<file path="config.mk">
export PLATFORM = sky130hd
export DESIGN_NAME = utf8_to_utf16be_converter
export DESIGN_NICKNAME = d
export VERILOG_FILES = /design/src/rtl/u8u16_pkg.sv /design/src/rtl/utf8_to_utf16be_converter.sv /design/src/rtl/u8u16_front.sv /design/src/rtl/u8u16_fifo.sv /design/src/rtl/u8u16_back.sv
export SDC_FILE = /design/constraint.sdc
export NUM_CORES = 1
export LEC_CHECK = 0
export BUFFER_PORTS_ARGS = -buffer_cell sky130_fd_sc_hd__clkbuf_2
export CAP_MARGIN = 20
export CORE_ASPECT_RATIO = 0.8
export CORE_MARGIN = 3
export CORE_UTILIZATION = 39
export DETAILED_ROUTE_END_ITERATION = 16
export GPL_ROUTABILITY_DRIVEN = 0
export PLACE_DENSITY = 0.66
export REMOVE_ABC_BUFFERS = 1
export SLEW_MARGIN = 10
export SYNTH_ARGS = -nofsm -noshare
export SYNTH_HDL_FRONTEND = slang
export SYNTH_HIERARCHICAL = 1
export SYNTH_SLANG_ARGS = --single-unit
export TNS_END_PERCENT = 5
</file>
<file path="constraint.sdc">
create_clock -name clk_i -period 3.68 [get_ports clk_i]
set_input_delay 0.552 -clock clk_i [delete_from_list [all_inputs] [get_ports clk_i]]
set_output_delay 0.552 -clock clk_i [all_outputs]
set_load 0.05 [all_outputs]
</file>
<file path="src/rtl/u8u16_pkg.sv">
// Shared types and constants for the UTF-8 to UTF-16BE converter.
// Used by the front, queue, back and top-level modules; depends on nothing.
package u8u16_pkg;

  // Depth of the queue between the decoder front and the unit back.
  localparam int unsigned FifoDepth = 4;
  localparam int unsigned PtrW      = $clog2(FifoDepth);
  localparam int unsigned CntW      = $clog2(FifoDepth + 1);

  // Width of a gathered code point.
  localparam int unsigned PointW = 21;

  // UTF-8 lead and continuation byte masks and patterns.
  localparam logic [7:0] ContMask  = 8'hC0;
  localparam logic [7:0] ContPat   = 8'h80;
  localparam logic [7:0] Lead2Mask = 8'hE0;
  localparam logic [7:0] Lead2Pat  = 8'hC0;
  localparam logic [7:0] Lead3Mask = 8'hF0;
  localparam logic [7:0] Lead3Pat  = 8'hE0;
  localparam logic [7:0] Lead4Mask = 8'hF8;
  localparam logic [7:0] Lead4Pat  = 8'hF0;

  // UTF-16 surrogate constants.
  localparam logic [PointW-1:0] SuppBase = 21'h10000;
  localparam logic [15:0]       HiSurr   = 16'hD800;
  localparam logic [15:0]       LoSurr   = 16'hDC00;

  // One decoded item as it travels from the front to the back.
  typedef struct packed {
    logic              mark;   // end marker, no code point
    logic [PointW-1:0] point;  // complete code point
    logic              fin;    // caused by the string's last byte
  } entry_t;

endpackage

</file>
<file path="src/rtl/utf8_to_utf16be_converter.sv">
// UTF-8 to UTF-16BE converter: one byte in per cycle while the queue has room, one
// 16-bit unit out per cycle while results are popped and the queue holds entries.
// Queued points fill the result register; a surrogate pair goes out high, then low.
// The four-entry queue between decoder and back absorbs pairs and result stalls.
// Reset (rst_ni low, asynchronous) empties the queue and clears the decoder state.
// Depends on u8u16_pkg, u8u16_front, u8u16_fifo and u8u16_back.
module utf8_to_utf16be_converter
  import u8u16_pkg::*;
(
  input  logic        clk_i,
  input  logic        rst_ni,
  input  logic        push,
  output logic        full,
  input  logic [7:0]  in_byte_i,
  input  logic        final_byte_i,
  output logic        empty,
  input  logic        pop,
  output logic [15:0] code_unit_o,
  output logic        unit_valid_o,
  output logic        string_end_o,
  output logic        run_last_o
);

  logic   accept;
  logic   q_push, q_pop, q_full, q_empty;
  entry_t q_wdata, q_rdata;

  // A byte transfer happens when push is high and the queue has room.
  assign full   = q_full;
  assign accept = push & ~q_full;

  u8u16_front u_front (
    .clk_i        (clk_i),
    .rst_ni       (rst_ni),
    .accept_i     (accept),
    .in_byte_i    (in_byte_i),
    .final_byte_i (final_byte_i),
    .push_o       (q_push),
    .entry_o      (q_wdata)
  );

  u8u16_fifo u_fifo (
    .clk_i   (clk_i),
    .rst_ni  (rst_ni),
    .push_i  (q_push),
    .wdata_i (q_wdata),
    .pop_i   (q_pop),
    .rdata_o (q_rdata),
    .full_o  (q_full),
    .empty_o (q_empty)
  );

  u8u16_back u_back (
    .clk_i        (clk_i),
    .rst_ni       (rst_ni),
    .entry_i      (q_rdata),
    .avail_i      (~q_empty),
    .take_o       (q_pop),
    .pop_i        (pop),
    .empty_o      (empty),
    .code_unit_o  (code_unit_o),
    .unit_valid_o (unit_valid_o),
    .string_end_o (string_end_o),
    .run_last_o   (run_last_o)
  );

endmodule

</file>
<file path="src/rtl/u8u16_front.sv">
// Decoder front: takes UTF-8 bytes and assembles complete code points.
// Depends on u8u16_pkg; feeds the u8u16_fifo queue.
module u8u16_front
  import u8u16_pkg::*;
(
  input  logic       clk_i,
  input  logic       rst_ni,
  input  logic       accept_i,
  input  logic [7:0] in_byte_i,
  input  logic       final_byte_i,
  output logic       push_o,
  output entry_t     entry_o
);

  logic [PointW-1:0] partial_q, partial_d;
  logic [1:0]        left_q, left_d;
  logic              bad_q, bad_d;
  logic              emit;
  logic [PointW-1:0] point;
  logic              cont_ok;
  logic [PointW-1:0] shifted;
  logic              bad_upd;

  assign cont_ok = (in_byte_i & ContMask) == ContPat;
  assign shifted = {partial_q[PointW-7:0], in_byte_i[5:0]};
  assign bad_upd = bad_q | ~cont_ok;

  // Byte classification and next decoder state.
  always_comb begin
    partial_d = partial_q;
    left_d    = left_q;
    bad_d     = bad_q;
    emit      = 1'b0;
    point     = '0;
    if (left_q != 2'd0) begin
      // A byte inside an open sequence always counts toward its length.
      if (cont_ok) begin
        partial_d = shifted;
      end
      bad_d  = bad_upd;
      left_d = left_q - 2'd1;
      if (left_q == 2'd1) begin
        emit      = ~bad_upd;
        point     = partial_d;
        partial_d = '0;
        bad_d     = 1'b0;
      end
    end else if (in_byte_i[7] == 1'b0) begin
      emit  = 1'b1;
      point = {{(PointW-8){1'b0}}, in_byte_i};
    end else if ((in_byte_i & Lead2Mask) == Lead2Pat) begin
      partial_d = {{(PointW-5){1'b0}}, in_byte_i[4:0]};
      left_d    = 2'd1;
      bad_d     = 1'b0;
    end else if ((in_byte_i & Lead3Mask) == Lead3Pat) begin
      partial_d = {{(PointW-4){1'b0}}, in_byte_i[3:0]};
      left_d    = 2'd2;
      bad_d     = 1'b0;
    end else if ((in_byte_i & Lead4Mask) == Lead4Pat) begin
      partial_d = {{(PointW-3){1'b0}}, in_byte_i[2:0]};
      left_d    = 2'd3;
      bad_d     = 1'b0;
    end
    // The string's last byte leaves the decoder clear, dropping a cut-off sequence.
    if (final_byte_i) begin
      partial_d = '0;
      left_d    = 2'd0;
      bad_d     = 1'b0;
    end
  end

  // Queue entry: a code point, or an end marker when the last byte gives nothing.
  assign push_o        = accept_i & (emit | final_byte_i);
  assign entry_o.mark  = ~emit;
  assign entry_o.point = point;
  assign entry_o.fin   = final_byte_i;

  // Decoder state registers.
  always_ff @(posedge clk_i or negedge rst_ni) begin
    if (!rst_ni) begin
      partial_q <= '0;
      left_q    <= 2'd0;
      bad_q     <= 1'b0;
    end else if (accept_i) begin
      partial_q <= partial_d;
      left_q    <= left_d;
      bad_q     <= bad_d;
    end
  end

endmodule

</file>
<file path="src/rtl/u8u16_fifo.sv">
// Short queue of decoded entries between the front and the back.
// Depends on u8u16_pkg for the entry type and depth.
module u8u16_fifo
  import u8u16_pkg::*;
(
  input  logic   clk_i,
  input  logic   rst_ni,
  input  logic   push_i,
  input  entry_t wdata_i,
  input  logic   pop_i,
  output entry_t rdata_o,
  output logic   full_o,
  output logic   empty_o
);

  entry_t          mem_q [FifoDepth];
  logic [PtrW-1:0] wr_ptr_q, rd_ptr_q;
  logic [CntW-1:0] count_q;
  logic            do_push, do_pop;

  assign full_o  = count_q == CntW'(FifoDepth);
  assign empty_o = count_q == '0;
  assign do_push = push_i & ~full_o;
  assign do_pop  = pop_i & ~empty_o;
  assign rdata_o = mem_q[rd_ptr_q];

  // Entry storage; no reset needed for payload.
  always_ff @(posedge clk_i) begin
    if (do_push) begin
      mem_q[wr_ptr_q] <= wdata_i;
    end
  end

  // Pointers wrap at the depth; the fill count tracks occupancy.
  always_ff @(posedge clk_i or negedge rst_ni) begin
    if (!rst_ni) begin
      wr_ptr_q <= '0;
      rd_ptr_q <= '0;
      count_q  <= '0;
    end else begin
      if (do_push) begin
        wr_ptr_q <= (wr_ptr_q == PtrW'(FifoDepth - 1)) ? '0 : wr_ptr_q + PtrW'(1);
      end
      if (do_pop) begin
        rd_ptr_q <= (rd_ptr_q == PtrW'(FifoDepth - 1)) ? '0 : rd_ptr_q + PtrW'(1);
      end
      if (do_push && !do_pop) begin
        count_q <= count_q + CntW'(1);
      end else if (do_pop && !do_push) begin
        count_q <= count_q - CntW'(1);
      end
    end
  end

endmodule

</file>
<file path="src/rtl/u8u16_back.sv">
// Unit back: turns queued code points into UTF-16 units in an output register.
// Depends on u8u16_pkg; reads entries from the u8u16_fifo queue.
module u8u16_back
  import u8u16_pkg::*;
(
  input  logic        clk_i,
  input  logic        rst_ni,
  input  entry_t      entry_i,
  input  logic        avail_i,
  output logic        take_o,
  input  logic        pop_i,
  output logic        empty_o,
  output logic [15:0] code_unit_o,
  output logic        unit_valid_o,
  output logic        string_end_o,
  output logic        run_last_o
);

  logic              out_valid_q, out_valid_d;
  logic [15:0]       unit_q, unit_d;
  logic              uvalid_q, uvalid_d;
  logic              send_q, send_d;
  logic              last_q, last_d;
  logic              second_q, second_d;
  logic              load;
  logic              is_pair;
  logic [PointW-1:0] offs;

  assign empty_o = ~out_valid_q;
  assign load    = avail_i & (~out_valid_q | pop_i);
  assign is_pair = ~entry_i.mark & (entry_i.point[PointW-1:16] != '0);
  assign offs    = entry_i.point - SuppBase;

  // A pair stays at the head of the queue until its low half is loaded for output.
  assign take_o = load & ~(is_pair & ~second_q);

  // Next output register contents.
  always_comb begin
    unit_d   = unit_q;
    uvalid_d = uvalid_q;
    send_d   = send_q;
    last_d   = last_q;
    second_d = second_q;
    if (load) begin
      if (entry_i.mark) begin
        unit_d   = '0;
        uvalid_d = 1'b0;
        send_d   = 1'b1;
        last_d   = 1'b1;
        second_d = 1'b0;
      end else if (is_pair && !second_q) begin
        unit_d   = HiSurr + {6'd0, offs[19:10]};
        uvalid_d = 1'b1;
        send_d   = 1'b0;
        last_d   = 1'b0;
        second_d = 1'b1;
      end else begin
        unit_d   = is_pair ? (LoSurr + {6'd0, offs[9:0]}) : entry_i.point[15:0];
        uvalid_d = 1'b1;
        send_d   = entry_i.fin;
        last_d   = 1'b1;
        second_d = 1'b0;
      end
    end
    out_valid_d = load | (out_valid_q & ~pop_i);
  end

  // Output register; valid and pair-state bits are reset, the unit and its flags are not.
  always_ff @(posedge clk_i or negedge rst_ni) begin
    if (!rst_ni) begin
      out_valid_q <= 1'b0;
      second_q    <= 1'b0;
    end else begin
      out_valid_q <= out_valid_d;
      second_q    <= second_d;
    end
  end

  always_ff @(posedge clk_i) begin
    unit_q   <= unit_d;
    uvalid_q <= uvalid_d;
    send_q   <= send_d;
    last_q   <= last_d;
  end

  assign code_unit_o  = unit_q;
  assign unit_valid_o = uvalid_q;
  assign string_end_o = send_q;
  assign run_last_o   = last_q;

endmodule

</file>
* Word level (Yosys, flattened, before mapping)
Memory sizes are Yosys's and may differ from the RTL's.
Cells that the tools add are included.
W data, S select, Z words.
** Word-level totals
- Register bits after elaboration :: 52
- Bits in writable memories :: 92
- Input port bits :: 13
- Output and inout port bits :: 21
- Word-level logic and storage cells :: 105
- Memories :: 1
** Memory list
- u_fifo.mem_q :: depth 4, width 23, read ports 1, clocked after memory_dff 0, wr ports 1, line u8u16_fifo.sv:16 : entry_t mem_q [FifoDepth];
** Cells by class
- $add $sub $neg :: 8
- Equal/unequal tests :: 8
- Muxes and demuxes :: 40
- Bitwise gates (word level) :: 23
- Reductions and logical operators :: 13
** Operators with widths (count)
- $mux W21 :: 10
- $add A15 B11 Y16 const A :: 2
- $mux W16 :: 2
- $sub A20 B17 Y20 const B :: 1
- $mux W1 :: 17
- $mux W2 :: 8
- $not A1 Y1 :: 10
- $reduce_bool A5 Y1 :: 2
- $and A1 B1 Y1 :: 9
- $mux W7 :: 1
- $eq A2 B2 Y1 const B :: 3
- $eq A3 B3 Y1 const B :: 2
- $mux W3 :: 2
- $eq A5 B5 Y1 const B :: 1
- $add A2 B1 Y2 const B :: 2
- $eq A4 B4 Y1 const B :: 1
- $or A1 B1 Y1 :: 4
- $reduce_bool A2 Y1 :: 2
- $add A3 B1 Y3 const B :: 1
- $logic_and A1 B1 Y1 :: 3
- $logic_not A1 Y1 :: 3
- $logic_not A3 Y1 :: 1
- $reduce_and A3 Y1 :: 1
- $reduce_bool A3 Y1 :: 1
- 3 further kinds :: 3

* Logic depth before layout (Yosys ltp)
Gate-level depths: netlist of run 1.
- Depth in word-level cells :: 13
- Depth in mapped cells :: 15
- Gate-level depth less buffers :: 12

* Modules after synthesis
Netlist of run 1, hierarchy kept.
** Modules (own cells, without submodules)
- u8u16_fifo :: instances 1, cells each 158, area an instance 3761.1 um^2, seq. area each 2937.8 um^2
- u8u16_front :: instances 1, cells each 176, area an instance 1507.7 um^2, seq. area each 600.6 um^2
- u8u16_back :: instances 1, cells each 75, area an instance 1027.2 um^2, seq. area each 620.6 um^2
- utf8_to_utf16be_converter :: instances 1, cells each 2, area an instance 17.5 um^2, seq. area each 0.0 um^2

* Worst setup path after synthesis of run 1
OpenSTA, ideal clock, no wires.
- Kind :: register to register
- Start point :: register u_fifo.rd_ptr_q[0]
- End point :: register u_fifo.count_q[1]
- Library setup time :: 125 ps
- Arrival :: 3279 ps
- Data required time :: 3555 ps
- Path slack :: 276 ps
- Cell stages (with the launch flop) :: 14
- Buffers on the path :: 3
- Period minus slack after synthesis :: 3404 ps
- Cell sequence :: dfrtp_1 -> buf_2 -> buf_4 -> mux4_2 -> inv_1 -> ha_1 -> or4b_4 -> buf_6 -> a21oi_1 -> o31ai_2 -> ha_1 -> inv_1 -> fa_1 -> mux2_2
** RTL lines
- from (decl) :: line u8u16_fifo.sv:17 : logic [PtrW-1:0] wr_ptr_q, rd_ptr_q;
- from (signal assigned) :: line u8u16_fifo.sv:45 : rd_ptr_q <= (rd_ptr_q == PtrW'(FifoDepth - 1)) ? '0 : rd_ptr_q + PtrW'(1);
- to (signal assigned) :: line u8u16_fifo.sv:48 : count_q <= count_q + CntW'(1);
- to (signal assigned) :: line u8u16_fifo.sv:50 : count_q <= count_q - CntW'(1);
- to (decl) :: line u8u16_fifo.sv:18 : logic [CntW-1:0] count_q;

==> results.json, run 1 <==
{
  "yosysUniqueCellTypes": 53,
  "finalSetupViolations": 0,
  "hold_class": "input pin to asynchronous set/reset pin",
  "vias": 3604,
  "clk_transition_reported_paths_ns": 0.06,
  "die_w_um": 148.3,
  "use_met3_pct": 4.115,
  "root_buffer": "clkbuf_16",
  "drive_gt1_share_pct": 26.24,
  "cts_buffer_depth": 2,
  "total_power_mw": 6.209,
  "clk-insertion-delay-late_ns": 0.42,
  "max_freq_mhz": 294.6,
  "async_reset_ff_share_pct": 22.92,
  "cts_resized": 0,
  "cts_max_level": 4,
  "r2r_slack_ns": 0.29,
  "wl_per_cell_um": 19.09,
  "peakVddDrop_mv": 0.3549,
  "antenna_left": 0,
  "post-route-period-util_pct": 92.23,
  "clock-sinks": 144,
  "synth-seq-cells": 144,
  "grtUsageMet1_pct": 22.77,
  "fin_area_um2": 7292,
  "rsz0062_at_grt": "false",
  "yosys_most_used_dff": "edfxtp_1",
  "finish.utilization_pct": 47.31,
  "fin_nets": 474,
  "dp.cells": 643,
  "finalHoldViolCount": 0,
  "cts_buffers": 17,
  "area_delta_synth_final_pct": 15.50,
  "syn-instance-count": 411,
  "grt_max_degree": 34,
  "netlist_area_um2": 6314,
  "p_leak_nw": 2.729,
  "grt-ovfl-total": 0,
  "report.final.slew_viol_count": 0,
  "pin_count": 34,
  "grt.total_usage_pct": 15.41,
  "post_dp_cell_area_um2": 6686,
  "diodes": 0,
  "grt_pass1_vias": 3577,
  "totalWireLength_um": 12880,
  "row_count": 40,
  "instances_no_fill": 675,
  "grt.busiest_layer": "met1",
  "period_needed_ns": 3.394,
  "crit_fanout": 10,
  "fin_ws_ns": 0.2860,
  "yosysWarnings": 6,
  "die_area_um2": 17760,
  "grt_pass1_wl_um": 20480,
  "hpwl_um": 8046,
  "tightest_slew_ns": 0.9162,
  "avgSynthCellArea_um2": 15.36,
  "fill_cells": 1371,
  "place_ws_ns": 0.2843,
  "critPathKind": "flip-flop to flip-flop",
  "relSlewSlack_pct": 38.92,
  "ctsHoldBuffers": 0,
  "cts_tree": "built",
  "setup_tns_ns": 0,
  "startpoint_type": "flip-flop",
  "core-area_um2": 15410,
  "post_cts_buffers": 0,
  "synth-edff-count": 111,
  "initial_core_util_pct": 40.96,
  "status": "finished clean",
  "vias_per_cell": 5.339,
  "fin_skew_ns": 0.006673,
  "rr_worst_depth": 9,
  "die_h_um": 119.8,
  "ys_seq_area_share_pct": 65.87,
  "crit_required_ns": 3.99,
  "maxCapViolations": 0,
  "first_pass_iters": 5,
  "use_met2_pct": 22.70,
  "crit_path_end_kind": "flip-flop",
  "powerDensity_nw_per_um2": 851.4,
  "rr_endpoint": "u_fifo/count_q[1]",
  "hold_slack_ns": 0.2570,
  "drt_iter0_drc": 315,
  "drc": 0,
  "port_buffers": 33,
  "antenna_found_initial": 0,
  "crit_arrival_ns": 3.70,
  "r2r_start": "u_fifo/rd_ptr_q[0]"
}
==> how the worst max path moves through the flow <==
stage | slack, ns | from | endpoint
6_report | 0.29 | u_fifo/rd_ptr_q[0] | u_fifo/count_q[1]
3_3_place_gp | 0.37 | u_fifo/rd_ptr_q[0] | u_fifo/count_q[1]
5_1_grt | 0.14 | u_fifo/rd_ptr_q[0] | u_fifo/count_q[1]
3_5_place_dp | 0.28 | u_fifo/rd_ptr_q[0] | u_fifo/count_q[1]
4_1_cts | 0.28 | u_fifo/rd_ptr_q[0] | u_fifo/count_q[1]
2_1_floorplan | -0.14 | u_fifo/rd_ptr_q[0] | u_fifo/count_q[1]
==> kinds of logic (layout without fill, tap and decap cells) <==
group                      Yosys count  after routing  share of synthesized area [%]
and+or+nand+nor                    100            100                          8.145
DFF                                144            144                          65.87
xor gates and xnor gates             5              5                         0.6937
buffers and inverters               38             92                          3.250
adders and majority gates            9              9                          1.903
muxes                               45             45                          12.19
AOI/OAI and AO/OA                   70             70                          7.947
==> worst max-delay path, cell delays in order (launching register included) <==
cell,delay (ns)
dfrtp_1,0.44
buf_4,0.26
mux4_2,0.58
or4b_4,0.66
a21oi_1,0.21
o31ai_2,0.14
ha_1,0.24
inv_1,0.08
fa_1,0.41
mux2_2,0.27
==> flip-flops by register name (all words and copies together) (netlist names) <==
signal               cells
u_fifo/mem_q            92
u_front/partial_q       21
u_back/code_unit_o      16
u_fifo/count_q           3
u_fifo/rd_ptr_q          2
u_fifo/wr_ptr_q          2
u_front/left_q           2
u_back/out_valid_q       1
u_back/run_last_o        1
u_back/second_q          1
u_back/string_end_o      1
u_back/unit_valid_o      1
u_front/bad_q            1
==> placed cells by master (no fill, tap or decap), types with 13 or more instances in the layout <==
cell       instances
a21oi_1           22
a22o_1            20
buf_4             13
clkbuf_16         17
clkbuf_2          33
dfrtp_1           33
edfxtp_1         111
inv_1             13
mux4_2            23
nand2_1           40
nor2_1            20
==> per-layer routing <==
metal	part of all wire [%]	wire (um)
met2	45	5829
met4	0.89	115
met5	0	0
met3	6.0	779
met1	48	6159
==> Yosys cell counts (8+ instances only) <==
cell type  instances  area [um^2]
mux4_2            23        518.0
a21oi_1           22        110.1
mux2i_1           12        120.1
a22o_1            20        175.2
buf_2             12        60.06
and2_1             8        50.05
dfrtp_1           33        825.8
nand2_1           40        150.1
nor2_1            20        75.07
edfxtp_1         111         3333
inv_1             13        48.80
ha_1               8        100.1
==> power breakdown <==
group / internal, mW / total [mW] / switching, mW
clock: 1.05 / 1.75 / 0.696
sequential: 2.20 / 2.35 / 0.158
combinational: 0.782 / 2.11 / 1.33
==> final cells by class <==
cell class	instances	area, um^2	share of cell area (%)
clock buffer	19	452.9	6.211
clock inverter	13	152.6	2.093
inverter	14	52.55	0.7207
multi-input combinational	229	1949	26.73
sequential	144	4159	57.04
tap	210	262.8	3.603
timing repair buffer	46	262.8	3.603
Note: power is estimated with default switching activity, not from simulation.
==> run 2, diff against run 1 <==
- SYNTH_HIERARCHICAL: 1 -> default
==> run 2 against run 1 <==
  * Critical path depth rose by 3
  * Die area fell by 3.1%
  * Largest power group unchanged
  * Clock-buffer cell count fell by 1
  * Worst setup slack improved by 0.043 ns
  * Total power fell by 7.4%
  * Final area fell by 3.5%
  * Sequential share of layout area rose by 2.1 points
  * Global-route usage fell by 0.23 points
==> results.json, run 2 <==
{
  "ys_top_cells_by_area": "edfxtp_1, dfrtp_1, mux4_2, nand2_1, a22o_1",
  "crit_top_cell": "inv_1",
  "crit_chain": "mux4_2, inv_1, ha_1, or4b_1, and2_4, clkinv_4, and2_4, inv_1, ha_1, inv_1, fa_1, mux2_2",
  "relSlewSlack_pct": 40.23,
  "peakVddDrop_mv": 0.3331,
  "dp.cells": 647,
  "grt.total_usage_pct": 15.18,
  "cpMaxStageDelayCell": "mux4_2",
  "die_area_um2": 17210,
  "row_count": 40,
  "drive_gt1_share_pct": 23.77,
  "drt_iter0_drc": 252,
  "wl_per_cell_um": 18.36,
  "synth_top_area_share_pct": 54.57,
  "powerDensity_nw_per_um2": 817.5,
  "max_freq_mhz": 298.5,
  "crit_arrival_ns": 3.65,
  "avgSynthCellArea_um2": 14.75,
  "die_h_um": 117.9,
  "root_buffer": "clkbuf_16",
  "fill_cells": 1332,
  "fin_ws_ns": 0.3295,
  "finish.utilization_pct": 46.39,
  "crit_fanout": 15,
  "cts_resized": 0,
  "startpoint_type": "flip-flop",
  "port_buffers": 33,
  "first_pass_iters": 4,
  "pin_count": 34,
  "drc": 0,
  "post-route-period-util_pct": 91.05,
  "path_depth": 12,
  "hold_class": "input pin to asynchronous set/reset pin",
  "grt-ovfl-total": 0,
  "cts_buffer_depth": 2,
  "cp_top_family": "simple AND/OR/NAND/NOR gates",
  "vias_per_cell": 5.303,
  "report.final.slew_viol_count": 0,
  "top_register": "u_fifo.mem_q",
  "die_w_um": 145.9,
  "clock-sinks": 144,
  "yosysWarnings": 0,
  "cts_max_level": 4,
  "final_common_cell": "edfxtp_1",
  "clk_transition_reported_paths_ns": 0.06,
  "yosysUniqueCellTypes": 45,
  "vias": 3590,
  "grt_pass1_wl_um": 19980,
  "crit_required_ns": 3.98,
  "setup_tns_ns": 0,
  "fin_nets": 477,
  "core-area_um2": 15160,
  "async_reset_ff_share_pct": 22.92,
  "finalSetupViolations": 0,
  "synth.most_common_cell": "edfxtp_1",
  "finalHoldViolCount": 0,
  "ys_seq_area_share_pct": 68.09,
  "initial_core_util_pct": 40.28,
  "totalWireLength_um": 12430,
  "netlist_top_cells_count": "edfxtp_1, nand2_1, dfrtp_1",
  "final_cell_mix": "edfxtp_1, nand2_1, clkbuf_2, dfrtp_1, nor2_1",
  "post_cts_buffers": 0,
  "hpwl_um": 8164,
  "diodes": 0,
  "cp_num_buf_inv": 4,
  "grt_pass1_vias": 3615,
  "synth-edff-count": 111,
  "antenna_found_initial": 0,
  "critPathKind": "flip-flop to flip-flop",
  "maxCapViolations": 0,
  "syn-instance-count": 414,
  "netlist_area_um2": 6108,
  "rr_worst_depth": 12,
  "place_ws_ns": 0.2962,
  "total_power_mw": 5.752,
  "tightest_slew_ns": 0.8965,
  "grt_max_degree": 34,
  "synth-seq-cells": 144,
  "status": "finished clean",
  "antenna_left": 0,
  "instances_no_fill": 677,
  "yosys_most_used_dff": "edfxtp_1",
  "area_delta_synth_final_pct": 15.18,
  "largest_reg_flops": 92,
  "p_leak_nw": 2.612,
  "rsz0062_at_grt": "false",
  "clk-insertion-delay-late_ns": 0.41,
  "cts_buffers": 17,
  "cts_tree": "built",
  "fin_skew_ns": 0.008355,
  "synth_top_area_cell": "edfxtp_1",
  "ctsHoldBuffers": 0,
  "crit_path_end_kind": "flip-flop",
  "period_needed_ns": 3.351,
  "slowest_delay_ns": 0.56
}
==> run 2: path summary, 6_finish.rpt <==
kind	startpoint	end	slack, ns
max	u_fifo.rd_ptr_q[0]	u_fifo.count_q[1]	0.33
min	rst_ni	u_front.partial_q[17]	0.26
max reg2reg	u_fifo.rd_ptr_q[0]	u_fifo.count_q[1]	0.33
min reg2reg	u_front.partial_q[20]	u_front.partial_q[20]	0.50
max in group asynchronous	rst_ni	u_fifo.rd_ptr_q[1]	2.86
min in group clk_i	pop	u_back.out_valid_q	0.35
==> run 2: layer usage <==
metal	global-route usage [%]	wire length [um]
met5	0	0
met4	4.152	136
met3	4.311	711
met2	22.45	5644
met1	22.10	5934
==> run 2: per-stage QoR <==
stage | hold WS [ns] | area (um^2)
after floorplan | 0.2564 | 5997
after global placement | 0.4741 | 6534
after detailed placement | 0.4827 | 6534
after CTS | 0.2804 | 7036
after global routing | 0.3098 | 7036
final | 0.2564 | 7036
==> run 2: final cells by class <==
cell class / count / area (um^2) / area share, %
inverter: 15 / 61.31 / 0.8714
sequential: 144 / 4159 / 59.11
clock inverter: 12 / 72.57 / 1.031
clock buffer: 18 / 429.2 / 6.100
tap: 210 / 262.8 / 3.735
multi-input combinational: 231 / 1780 / 25.31
timing repair buffer: 47 / 270.3 / 3.841
==> run 2: where the power goes <==
| group | internal (mW) | switching, mW | total (mW) |
|---|---|---|---|
| clock network | 0.842 | 0.622 | 1.46 |
| logic | 0.676 | 1.26 | 1.93 |
| registers | 2.19 | 0.160 | 2.35 |
==> run 2: cell families after synthesis <==
kind of cell               Yosys count  share of synthesized area, %
adders and majority gates            8                         1.762
buffers and inverters               39                         2.827
muxes                               36                         10.84
xor gates and xnor gates             5                        0.7171
AOI/OAI and AO/OA                   67                         7.538
DFF                                144                         68.09
and+or+nand+nor                    115                         8.234
==> run 3, diff against run 2 <==
- ABC_AREA: default -> 1
==> run 3 against run 2 <==
  * Area after synthesis grew 3.1%
  * Sequential share of layout area decreased by 2.2 points
  * Highest routed layer unchanged
  * Clock power increased by 19%
==> results.json, run 3 <==
{
  "area_delta_synth_final_pct": 16.04,
  "cts_resized": 0,
  "netlist_top_cells_count": "nand2_1, edfxtp_1, nor2_1",
  "status": "finished clean",
  "grt_pass1_wl_um": 22600,
  "final_common_cell": "nand2_1",
  "final_cell_mix": "nand2_1, edfxtp_1, nor2_1",
  "startpoint_type": "flip-flop",
  "hold_class": "input pin to asynchronous set/reset pin",
  "crit_path_end_kind": "flip-flop",
  "path_depth": 15,
  "yosysUniqueCellTypes": 36,
  "crit_end": "u_fifo.count_q[2]",
  "core-area_um2": 15410,
  "clk_transition_reported_paths_ns": 0.06,
  "grt-ovfl-total": 0,
  "slowest_delay_ns": 0.45,
  "synth_top_area_share_pct": 52.95,
  "ctsHoldBuffers": 0,
  "hpwl_um": 9024,
  "tightest_slew_ns": 0.9637,
  "cp_num_buf_inv": 2,
  "fin_skew_ns": 0.009178,
  "vias_per_cell": 5.111,
  "relSlewSlack_pct": 35.76,
  "synth_top_area_cell": "edfxtp_1",
  "r2r_slack_ns": 0.74,
  "yosys_most_used_dff": "edfxtp_1",
  "vias": 4334,
  "initial_core_util_pct": 40.84,
  "crit_top_cell": "nand2_1",
  "cts_buffers": 17,
  "crit_required_ns": 4.01,
  "ys_top_cells_by_area": "edfxtp_1, dfrtp_1, nand2_1, o21ai_0, nor2_1",
  "max_freq_mhz": 340.6,
  "async_reset_ff_share_pct": 22.92,
  "drive_gt1_share_pct": 15.52,
  "crit_chain": "inv_2, nand2_1, nand3_1, nand2_1, ha_1, nand2_2, o21ai_4, nand2_1, ha_1, inv_1, fa_1, nor2_1, nor2_1, nand2_1, xor2_1",
  "report.final.slew_viol_count": 0,
  "post_cts_buffers": 0,
  "die_w_um": 148.0,
  "rr_endpoint": "u_fifo.count_q[2]",
  "largest_reg_flops": 92,
  "cts_max_level": 4,
  "diodes": 0,
  "crit_fanout": 37,
  "cts_tree": "built",
  "p_leak_nw": 2.893,
  "yosysWarnings": 0,
  "finalSetupViolations": 0,
  "clk-insertion-delay-late_ns": 0.41,
  "netlist_area_um2": 6295,
  "finalHoldViolCount": 0,
  "critPathKind": "flip-flop to flip-flop",
  "synth.most_common_cell": "nand2_1",
  "wl_per_cell_um": 16.29,
  "ys_seq_area_share_pct": 66.07,
  "crit_arrival_ns": 3.27,
  "totalWireLength_um": 13810,
  "avgSynthCellArea_um2": 10.72,
  "cts_buffer_depth": 2,
  "rsz0062_at_grt": "false",
  "row_count": 40,
  "crit_start": "u_fifo.rd_ptr_q[0]",
  "first_pass_iters": 5,
  "synth-edff-count": 111,
  "pin_count": 34,
  "drc": 0,
  "synth-seq-cells": 144,
  "setup_tns_ns": 0,
  "grt_max_degree": 50,
  "powerDensity_nw_per_um2": 898.3,
  "grt_pass1_vias": 4279,
  "cpMaxStageDelayCell": "inv_2",
  "clock-sinks": 144,
  "root_buffer": "clkbuf_16",
  "total_power_mw": 6.562,
  "r2r_start": "u_fifo.rd_ptr_q[0]",
  "rr_worst_depth": 15,
  "peakVddDrop_mv": 0.4240,
  "syn-instance-count": 587,
  "cp_top_family": "simple AND/OR/NAND/NOR gates",
  "maxCapViolations": 0,
  "die_h_um": 119.6,
  "antenna_found_initial": 0,
  "top_register": "u_fifo.mem_q",
  "fin_nets": 646,
  "antenna_left": 0,
  "period_needed_ns": 2.936,
  "port_buffers": 33,
  "die_area_um2": 17710,
  "grt.total_usage_pct": 16.32,
  "post-route-period-util_pct": 79.79,
  "drt_iter0_drc": 414
}
==> run 3: routing by layer <==
layer | vias up | part of all wire (%) | global-route usage [%]
met2 | 142 | 44 | 24.32
met3 | 9 | 7.0 | 4.341
li1 | 2109 | - | -
met4 | 0 | 0.56 | 3.405
met5 | - | 0 | 0
met1 | 2074 | 48 | 24.17
==> run 3: cell type report <==
| cell class | instances | area [um^2] |
|---|---|---|
| clock inverter | 13 | 162.7 |
| inverter | 43 | 161.4 |
| clock buffer | 19 | 442.9 |
| timing repair buffer | 46 | 262.8 |
| multi-input combinational | 373 | 1853 |
| sequential | 144 | 4159 |
| fill | 1405 | 8110 |
| tap | 210 | 262.8 |
==> run 3: worst min path at each step <==
stage                     startpoint  slack (ns)  cells after the start                    end
2_1_floorplan                 rst_ni        0.26                      0     u_back.out_valid_q
5_1_grt                       rst_ni        0.32                      1        u_back.second_q
3_3_place_gp   u_front.partial_q[16]        0.46                      2  u_front.partial_q[16]
4_1_cts                       rst_ni        0.30                      1   u_front.partial_q[3]
3_5_place_dp   u_front.partial_q[15]        0.46                      2  u_front.partial_q[15]
6_report                      rst_ni        0.29                      1      u_front.left_q[1]
==> run 3: cell families after synthesis <==
family | count (synthesis) | synth area share (%)
AND/OR/NAND/NOR | 250 | 16.62
flip-flops | 144 | 66.07
AO/OA/AOI/OAI | 112 | 10.46
buffers and inverters | 70 | 4.691
adder cells (fa/ha/maj) | 8 | 1.709
XOR/XNOR | 2 | 0.2783
multiplexers | 1 | 0.1789
==> run 3: report_power, final <==
group	total, mW	internal [mW]	leakage, nW	switching [mW]
combinational	2.43	0.639	1.13	1.79
clock	1.74	1.09	0.289	0.652
sequential	2.40	2.26	1.48	0.135
total	6.56	3.98	2.89	2.58
==> run 3: through the flow <==
step                utilization, %  setup WS (ns)  instance area (um^2)  instances  hold slack, ns
floorplan                        -        0.08718                  6161        560          0.2564
global placement             43.46         0.9239                  6699        816          0.4623
detailed placement           43.46         0.7601                  6699        816          0.4646
CTS                          47.39         0.7387                  7305        848          0.2971
global route                 47.39         0.4405                  7305        848          0.3202
finish                       47.39         0.7438                  7305        848          0.2916
